File: src/rtl/dfr_pkg.sv
// ----------------------------------------------------------------------------
// dfr_pkg
// shared types and constants of the dmx fade and refresh unit
// ----------------------------------------------------------------------------
package dfr_pkg;

  // field widths
  localparam int CMD_W  = 3;
  localparam int CH_W   = 6;
  localparam int LVL_W  = 8;
  localparam int ACT_W  = 2;
  localparam int STEP_W = 8;

  // default channel count and register reset
  localparam int                CHANNELS_DEF = 16;
  localparam logic [STEP_W-1:0] PERIOD_RST   = 8'd20;

  // command codes
  localparam logic [CMD_W-1:0] CMD_TICK       = 3'd0;
  localparam logic [CMD_W-1:0] CMD_SET_LEVEL  = 3'd1;
  localparam logic [CMD_W-1:0] CMD_SET_TARGET = 3'd2;
  localparam logic [CMD_W-1:0] CMD_START      = 3'd3;
  localparam logic [CMD_W-1:0] CMD_STOP       = 3'd4;

  // refresh actions
  localparam logic [ACT_W-1:0] ACT_NONE  = 2'd0;
  localparam logic [ACT_W-1:0] ACT_BREAK = 2'd1;
  localparam logic [ACT_W-1:0] ACT_MAB   = 2'd2;

  // result kinds
  localparam logic KIND_STATUS = 1'b0;
  localparam logic KIND_SLOT   = 1'b1;

  typedef struct packed {
    logic [CMD_W-1:0] command;
    logic [CH_W-1:0]  channel;
    logic [LVL_W-1:0] value;
  } in_item_t;

  typedef struct packed {
    logic             kind;
    logic [CH_W-1:0]  slot;
    logic [LVL_W-1:0] level;
    logic [ACT_W-1:0] refresh_action;
    logic             accepted;
    logic             last;
  } out_item_t;

  // access request to one channel store
  typedef struct packed {
    logic             we;
    logic [CH_W-1:0]  waddr;
    logic [LVL_W-1:0] wdata;
    logic             re;
    logic [CH_W-1:0]  raddr;
    logic             clr;
  } store_req_t;

endpackage

File: src/rtl/dfr_store.sv
// ----------------------------------------------------------------------------
// dfr_store
// per-channel byte store: synchronous memory, one write and one read port,
// per-entry valid bits so that a clear makes every entry read as zero at once
// ----------------------------------------------------------------------------
module dfr_store #(
  parameter int DEPTH = dfr_pkg::CHANNELS_DEF
) (
  input  logic                        clk,
  input  logic                        rst_n,
  input  dfr_pkg::store_req_t         req,
  output logic [dfr_pkg::LVL_W-1:0]   rdata
);

  localparam int AW = (DEPTH > 1) ? $clog2(DEPTH) : 1;

  logic [dfr_pkg::LVL_W-1:0] mem [DEPTH];
  logic [DEPTH-1:0]          vld_r;
  logic [dfr_pkg::LVL_W-1:0] rd_r;
  logic                      rd_vld_r;

  // memory write and registered read
  always_ff @(posedge clk) begin
    if (req.we) begin
      mem[req.waddr[AW-1:0]] <= req.wdata;
    end
    if (req.re) begin
      rd_r <= mem[req.raddr[AW-1:0]];
    end
  end

  // entry valid bits, cleared by reset or a clear request
  always_ff @(posedge clk) begin
    if (!rst_n) begin
      vld_r    <= '0;
      rd_vld_r <= 1'b0;
    end else begin
      if (req.clr) begin
        vld_r <= '0;
      end else if (req.we) begin
        vld_r[req.waddr[AW-1:0]] <= 1'b1;
      end
      if (req.re) begin
        rd_vld_r <= vld_r[req.raddr[AW-1:0]];
      end
    end
  end

  // entries never written since the last clear read as zero
  assign rdata = rd_vld_r ? rd_r : '0;

endmodule

File: src/rtl/dfr_ctrl.sv
// ----------------------------------------------------------------------------
// dfr_ctrl
// command sequencer: decodes items, runs the fade pass as a read-modify-write
// sweep over the stores, keeps the refresh counter and drives the result
// register
// ----------------------------------------------------------------------------
module dfr_ctrl #(
  parameter int CHANNELS = dfr_pkg::CHANNELS_DEF
) (
  input  logic                          clk,
  input  logic                          rst_n,
  input  logic                          in_valid,
  output logic                          in_stall,
  input  dfr_pkg::in_item_t             in_item,
  output logic                          out_valid,
  input  logic                          out_stall,
  output dfr_pkg::out_item_t            out_item,
  input  logic                          cfg_we,
  input  logic [dfr_pkg::STEP_W-1:0]    cfg_wdata,
  output dfr_pkg::store_req_t           lvl_req,
  output dfr_pkg::store_req_t           tgt_req,
  input  logic [dfr_pkg::LVL_W-1:0]     lvl_rdata,
  input  logic [dfr_pkg::LVL_W-1:0]     tgt_rdata
);

  localparam int IW = (CHANNELS > 1) ? $clog2(CHANNELS) : 1;
  localparam logic [IW-1:0] IDX_LAST = IW'(CHANNELS - 1);

  localparam logic [2:0] S_IDLE  = 3'd0;
  localparam logic [2:0] S_STAT  = 3'd1;
  localparam logic [2:0] S_SLOT0 = 3'd2;
  localparam logic [2:0] S_FRD   = 3'd3;
  localparam logic [2:0] S_FWR   = 3'd4;

  logic [2:0]                  state_r, state_nxt;
  logic [IW-1:0]               idx_r, idx_nxt;
  logic [dfr_pkg::STEP_W-1:0]  step_r, step_nxt;
  logic [dfr_pkg::STEP_W-1:0]  period_r, period_nxt;
  logic                        run_r, run_nxt;
  logic [dfr_pkg::ACT_W-1:0]   act_r, act_nxt;
  logic                        acc_r, acc_nxt;
  logic                        fade_r, fade_nxt;
  logic                        frame_r, frame_nxt;
  dfr_pkg::out_item_t          out_r, out_nxt;
  logic                        out_vld_r, out_vld_nxt;

  logic                        in_acc;
  logic                        can_push;
  logic                        in_range;
  logic [dfr_pkg::STEP_W-1:0]  step_inc;
  logic [dfr_pkg::CH_W-1:0]    ch_addr;
  logic [dfr_pkg::LVL_W-1:0]   faded;

  assign in_stall  = (state_r != S_IDLE);
  assign in_acc    = in_valid && !in_stall;
  assign can_push  = !out_vld_r || !out_stall;
  assign out_valid = out_vld_r;
  assign out_item  = out_r;

  assign in_range = (in_item.channel != '0) &&
                    (in_item.channel <= dfr_pkg::CH_W'(CHANNELS));
  assign ch_addr  = in_item.channel - dfr_pkg::CH_W'(1);
  assign step_inc = step_r + dfr_pkg::STEP_W'(1);

  // one fade step toward the target
  always_comb begin
    if (lvl_rdata < tgt_rdata) begin
      faded = lvl_rdata + dfr_pkg::LVL_W'(1);
    end else if (lvl_rdata > tgt_rdata) begin
      faded = lvl_rdata - dfr_pkg::LVL_W'(1);
    end else begin
      faded = lvl_rdata;
    end
  end

  // sequencer
  always_comb begin
    state_nxt   = state_r;
    idx_nxt     = idx_r;
    step_nxt    = step_r;
    period_nxt  = cfg_we ? cfg_wdata : period_r;
    run_nxt     = run_r;
    act_nxt     = act_r;
    acc_nxt     = acc_r;
    fade_nxt    = fade_r;
    frame_nxt   = frame_r;
    out_nxt     = out_r;
    out_vld_nxt = out_vld_r && out_stall;
    lvl_req     = '0;
    tgt_req     = '0;

    case (state_r)
      S_IDLE: begin
        if (in_acc) begin
          act_nxt   = dfr_pkg::ACT_NONE;
          acc_nxt   = 1'b0;
          fade_nxt  = 1'b0;
          frame_nxt = 1'b0;
          case (in_item.command)
            dfr_pkg::CMD_TICK: begin
              if (run_r) begin
                fade_nxt = 1'b1;
                step_nxt = step_inc;
                if (step_inc == dfr_pkg::STEP_W'(1)) begin
                  act_nxt = dfr_pkg::ACT_BREAK;
                end else if (step_inc == dfr_pkg::STEP_W'(2)) begin
                  act_nxt   = dfr_pkg::ACT_MAB;
                  frame_nxt = 1'b1;
                end else if (step_inc > period_r) begin
                  step_nxt = '0;
                end
              end
            end
            dfr_pkg::CMD_SET_LEVEL: begin
              acc_nxt       = in_range;
              lvl_req.we    = in_range;
              lvl_req.waddr = ch_addr;
              lvl_req.wdata = in_item.value;
            end
            dfr_pkg::CMD_SET_TARGET: begin
              acc_nxt       = in_range;
              tgt_req.we    = in_range;
              tgt_req.waddr = ch_addr;
              tgt_req.wdata = in_item.value;
            end
            dfr_pkg::CMD_START: begin
              lvl_req.clr = 1'b1;
              tgt_req.clr = 1'b1;
              step_nxt    = '0;
              run_nxt     = 1'b1;
            end
            dfr_pkg::CMD_STOP: begin
              run_nxt = 1'b0;
            end
            default: begin
            end
          endcase
          state_nxt = S_STAT;
        end
      end

      // status result first
      S_STAT: begin
        if (can_push) begin
          out_vld_nxt            = 1'b1;
          out_nxt.kind           = dfr_pkg::KIND_STATUS;
          out_nxt.slot           = '0;
          out_nxt.level          = '0;
          out_nxt.refresh_action = act_r;
          out_nxt.accepted       = acc_r;
          out_nxt.last           = !frame_r;
          idx_nxt                = '0;
          if (frame_r) begin
            state_nxt = S_SLOT0;
          end else if (fade_r) begin
            state_nxt = S_FRD;
          end else begin
            state_nxt = S_IDLE;
          end
        end
      end

      // control byte slot
      S_SLOT0: begin
        if (can_push) begin
          out_vld_nxt            = 1'b1;
          out_nxt.kind           = dfr_pkg::KIND_SLOT;
          out_nxt.slot           = '0;
          out_nxt.level          = '0;
          out_nxt.refresh_action = dfr_pkg::ACT_NONE;
          out_nxt.accepted       = 1'b0;
          out_nxt.last           = 1'b0;
          state_nxt              = S_FRD;
        end
      end

      // read level and target of one channel
      S_FRD: begin
        lvl_req.re    = 1'b1;
        lvl_req.raddr = dfr_pkg::CH_W'(idx_r);
        tgt_req.re    = 1'b1;
        tgt_req.raddr = dfr_pkg::CH_W'(idx_r);
        state_nxt     = S_FWR;
      end

      // write back the faded level, send it as a slot when framing
      S_FWR: begin
        if (!frame_r || can_push) begin
          lvl_req.we    = 1'b1;
          lvl_req.waddr = dfr_pkg::CH_W'(idx_r);
          lvl_req.wdata = faded;
          if (frame_r) begin
            out_vld_nxt            = 1'b1;
            out_nxt.kind           = dfr_pkg::KIND_SLOT;
            out_nxt.slot           = dfr_pkg::CH_W'(idx_r) + dfr_pkg::CH_W'(1);
            out_nxt.level          = faded;
            out_nxt.refresh_action = dfr_pkg::ACT_NONE;
            out_nxt.accepted       = 1'b0;
            out_nxt.last           = (idx_r == IDX_LAST);
          end
          if (idx_r == IDX_LAST) begin
            state_nxt = S_IDLE;
          end else begin
            idx_nxt   = idx_r + IW'(1);
            state_nxt = S_FRD;
          end
        end
      end

      default: begin
        state_nxt = S_IDLE;
      end
    endcase
  end

  // control registers
  always_ff @(posedge clk) begin
    if (!rst_n) begin
      state_r   <= S_IDLE;
      idx_r     <= '0;
      step_r    <= '0;
      period_r  <= dfr_pkg::PERIOD_RST;
      run_r     <= 1'b0;
      out_vld_r <= 1'b0;
      fade_r    <= 1'b0;
      frame_r   <= 1'b0;
    end else begin
      state_r   <= state_nxt;
      idx_r     <= idx_nxt;
      step_r    <= step_nxt;
      period_r  <= period_nxt;
      run_r     <= run_nxt;
      out_vld_r <= out_vld_nxt;
      fade_r    <= fade_nxt;
      frame_r   <= frame_nxt;
    end
  end

  // payload registers
  always_ff @(posedge clk) begin
    act_r <= act_nxt;
    acc_r <= acc_nxt;
    out_r <= out_nxt;
  end

`ifndef NO_ASSERTIONS
  // a write-back always follows the read of the same channel
  a_read_before_write: assert property (@(posedge clk) disable iff (!rst_n)
    state_r == S_FWR |-> $past(state_r) == S_FRD || $past(state_r) == S_FWR)
    else $error("fade write-back without a preceding read");

  // the level store is never read and written in one cycle
  a_no_rw_overlap: assert property (@(posedge clk) disable iff (!rst_n)
    !(lvl_req.we && lvl_req.re))
    else $error("level store read and write overlap");

  // a fade sweep only runs for a tick taken while running
  a_fade_only_on_tick: assert property (@(posedge clk) disable iff (!rst_n)
    state_r == S_FRD |-> fade_r)
    else $error("fade sweep without a running tick");

  // frame slot results carry no status
  a_slot_clean: assert property (@(posedge clk) disable iff (!rst_n)
    out_vld_r && out_r.kind == dfr_pkg::KIND_SLOT |->
      out_r.refresh_action == dfr_pkg::ACT_NONE && !out_r.accepted)
    else $error("frame slot result with status fields set");

  // the refresh counter only moves when an item is taken
  a_step_stable: assert property (@(posedge clk) disable iff (!rst_n)
    rst_n && !in_acc |=> $stable(step_r))
    else $error("refresh counter moved without an item");
`endif

endmodule

File: src/rtl/dmx_fade_and_refresh_unit.sv
// ----------------------------------------------------------------------------
// dmx_fade_and_refresh_unit
// dmx level store with per-channel fade targets and refresh sequencing
// ----------------------------------------------------------------------------
// items: one at a time; in_stall is high outside the idle state, so the next item
//   is taken only once the last one is through. Each item gives a registered status
//   result; a running tick adds a fade sweep (one store read and one write-back per
//   channel), preceded by the control byte slot when it sends a frame
// reset: stopped, counter 0, period 20, all levels and targets read as zero
//   at once (valid bits), no clearing pass
module dmx_fade_and_refresh_unit #(
  parameter int CHANNELS = dfr_pkg::CHANNELS_DEF
) (
  input  logic                        clk,
  input  logic                        rst_n,
  input  logic                        in_valid,
  output logic                        in_stall,
  input  dfr_pkg::in_item_t           in_item,
  output logic                        out_valid,
  input  logic                        out_stall,
  output dfr_pkg::out_item_t          out_item,
  input  logic                        cfg_we,
  input  logic [dfr_pkg::STEP_W-1:0]  cfg_wdata
);

  dfr_pkg::store_req_t        lvl_req;
  dfr_pkg::store_req_t        tgt_req;
  logic [dfr_pkg::LVL_W-1:0]  lvl_rdata;
  logic [dfr_pkg::LVL_W-1:0]  tgt_rdata;

  // sequencer
  dfr_ctrl #(
    .CHANNELS (CHANNELS)
  ) u_ctrl (
    .clk       (clk),
    .rst_n     (rst_n),
    .in_valid  (in_valid),
    .in_stall  (in_stall),
    .in_item   (in_item),
    .out_valid (out_valid),
    .out_stall (out_stall),
    .out_item  (out_item),
    .cfg_we    (cfg_we),
    .cfg_wdata (cfg_wdata),
    .lvl_req   (lvl_req),
    .tgt_req   (tgt_req),
    .lvl_rdata (lvl_rdata),
    .tgt_rdata (tgt_rdata)
  );

  // channel levels
  dfr_store #(
    .DEPTH (CHANNELS)
  ) u_levels (
    .clk   (clk),
    .rst_n (rst_n),
    .req   (lvl_req),
    .rdata (lvl_rdata)
  );

  // fade targets
  dfr_store #(
    .DEPTH (CHANNELS)
  ) u_targets (
    .clk   (clk),
    .rst_n (rst_n),
    .req   (tgt_req),
    .rdata (tgt_rdata)
  );

endmodule
File: config.mk
export PLATFORM = sky130hd
export DESIGN_NAME = dmx_fade_and_refresh_unit
export DESIGN_NICKNAME = d
export VERILOG_FILES = /design/src/rtl/dfr_pkg.sv /design/src/rtl/dfr_store.sv /design/src/rtl/dfr_ctrl.sv /design/src/rtl/dmx_fade_and_refresh_unit.sv
export SDC_FILE = /design/constraint.sdc
export NUM_CORES = 1
export LEC_CHECK = 0
export ABC_AREA = 1
export BUFFER_PORTS_ARGS = -buffer_cell sky130_fd_sc_hd__buf_4
export CORE_MARGIN = 5
export CORE_UTILIZATION = 45
export CTS_CLUSTER_SIZE = 24
export DETAILED_ROUTE_END_ITERATION = 6
export SLEW_MARGIN = 25
export SYNTH_ARGS = -nofsm -noshare
export SYNTH_HDL_FRONTEND = slang
export SYNTH_HIERARCHICAL = 1
export SYNTH_SLANG_ARGS = --single-unit
File: constraint.sdc
create_clock -name clk -period 4.61 [get_ports clk]
set_input_delay 0.6915 -clock clk [delete_from_list [all_inputs] [get_ports clk]]
set_output_delay 0.6915 -clock clk [all_outputs]
set_load 0.01 [all_outputs]
==> flow_metrics.tcl <==
set metrics [dict create \
    p_seq_share_pct 51.4 \
    syn_avg_cell_area_sq_um 10.4 \
    drt_iter0_markers 819 \
    dieWidth_um 197 \
    sw_frac_of_total_pct 20.5 \
    core_area_sq_um 34500 \
    cts_made_buffers 39 \
    fillers 3110 \
    antenna_found_initial 0 \
    viasPerCell 5.38 \
    critical_path_class "reg -> reg" \
    die_area_sq_um 38700 \
    routabilityCongestion 0.840 \
    clk_latency_ns 0.52 \
    ctsResizeCount 0 \
    rsz0062_at_grt "no" \
    grt.total_usage_pct 19.7 \
    grt_overflow_total 0 \
    critPathLaunch "u_ctrl/state_r[0]$_SDFFE_PN0P_" \
    fp.dieH_um 197 \
    slew_headroom_pct 32.2 \
    worstPathCellList "inv_1 -> nor3_2 -> buf_4 -> inv_1 -> nor2_4 -> buf_4 -> o21ai_0 -> o221ai_1 -> nand3_1 -> nand2_1" \
    drtAntennaViolNets 0 \
    grt_pass1_wl_um 59900 \
    worst_ep_arrival_time_ns 3.53 \
    fin_worst_skew_ns 0.0125 \
    rows 68 \
    clk_pin_slew_ns 0.06 \
    syn_area_sq_um 15700 \
    fin_ws_ns 1.46 \
    drt-wirelength-per-cell_um 18.9 \
    p_sw_mw 1.38 \
    post-cts-setup-buffers 0 \
    layout_common_cells "318 x nor2_1, 293 x edfxtp_1, 185 x nand2_1" \
    hp-class "in -> reg" \
    status "finished, final reports clean" \
    tightestPinTransition_ns 1.02 \
    cts-hold-fix-buffers 0 \
    routed_wl_um 38300 \
    internal_power_mw 5.37 \
    clock_tree.buffer_depth 3 \
    cp_slowest_cell "nor2_4" \
    hpwl_um 25100 \
    worstPathRequired_ns 5.00 \
    syn-num-nets 1565 \
    n_antenna_cell 0 \
    cts_tree "done" \
    route.vias.total 10900 \
    cts-root-buf "clkbuf_16" \
    finalCritPeriodShare_pct 68.2 \
    syn_inst 1511 \
    cts-htree-levels 2 \
    dp_slack_ns 1.22 \
    drive_above_1_share_pct 10.8 \
    endpoint_kind "flip-flop" \
    crit_buf_inv 4 \
    powerDensity_nw_per_um2 384 \
    drcViolationCount 0 \
    grt_pass1_vias 10700 \
    setup_viol 0 \
    clock-sinks 354 \
    comb_power_share_pct 3.2 \
    p_leak_nw 6.86 \
    crit_path_start_kind "flip-flop" \
    p_clk_share_pct 45.4 \
    max_freq_mhz 318 \
    finalCriticalPeriod_ns 3.15 \
    critPathMaxFanout 42 \
    slew_violations 0 \
    nets 1600 \
    hold_viol 0 \
    yosysWarningCount 6 \
    r2r-start "u_ctrl/state_r[0]$_SDFFE_PN0P_" \
    fin_setup_tns_ns 0 \
    min_from "cfg_wdata[2]" \
    grt_max_degree 73 \
    slowest_delay_ns 0.53 \
    firstDrtPassIters 5 \
    area_growth_pct 12.1 \
    initial_core_util_pct 45.5 \
    portBuffers 49 \
    io_pins 51 \
    cp_top_family "buffers and inverters" \
    layout_commonest_cell "nor2_1" \
    peakVddDrop_mv 0.255 \
    drv_cap 0 \
]
==> worst min-delay path, stage by stage <==
cell and delay [ns]:
buf_4 0.08, a21oi_1 0.05, o21ai_0 0.06
==> final timing paths <==
| check | to | cells after the start | slack (ns) |
|---|---|---|---|
| worst min register to register | u_ctrl/period_r[7]$_SDFFE_PN0P_ | 2 | 0.46 |
| worst max register to register | u_targets/rd_r[1]$_DFFE_PP_ | 10 | 1.46 |
| worst min-delay path | u_ctrl/period_r[2]$_SDFFE_PN1P_ | 3 | 0.40 |
| worst max-delay path | u_targets/rd_r[1]$_DFFE_PP_ | 10 | 1.46 |
==> through the flow <==
step	hold WS [ns]	power (mW)	util, %	area (sq um)	cells
global route	0.401	6.99	51.1	17600	2032
global placement	0.449	3.76	47.4	16300	1960
CTS	0.378	6.82	51.1	17600	2032
detailed placement	0.454	3.76	47.4	16300	1960
floorplan	0.439	3.66	-	15700	1511
finish	0.397	6.76	51.1	17600	2032
==> power groups by stage <==
stage                     logic, mW  clock network, mW  registers, mW
after floorplan               0.114                  0           3.54
after global placement        0.215                  0           3.54
after detailed placement      0.217                  0           3.54
after CTS                     0.217               3.13           3.47
after global routing          0.236               3.28           3.47
final                         0.215               3.07           3.47
==> metal layers <==
metal  GRT usage [%]  share of wire, %  up-vias
li1                -                 -     5266
met1            25.4                41     5247
met2            33.8                50      339
met3            2.87               5.4       83
met4            7.40               3.7        0
met5               0                 0        -
==> flip-flops by register name, indices dropped and copies added (netlist names), 2 cells and up <==
signal,cells
u_levels/mem,128
u_targets/mem,128
u_ctrl/out_item,18
u_levels/vld_r,16
u_targets/vld_r,16
u_ctrl/period_r,8
u_ctrl/step_r,8
u_levels/rd_r,8
u_targets/rd_r,8
u_ctrl/idx_r,4
u_ctrl/state_r,3
u_ctrl/act_r,2
==> area by class of cell <==
cell class | count | area [sq um] | share of cell area, %
inverters | 131 | 509 | 2.89
clock buffers | 52 | 1060 | 6.00
well taps | 455 | 569 | 3.24
repair buffers | 65 | 488 | 2.77
multi-input cells | 955 | 4740 | 26.9
flip-flops and latches | 354 | 10000 | 56.9
clock inverters | 20 | 215 | 1.22
No activity file was read; power rests on OpenSTA's default activity.
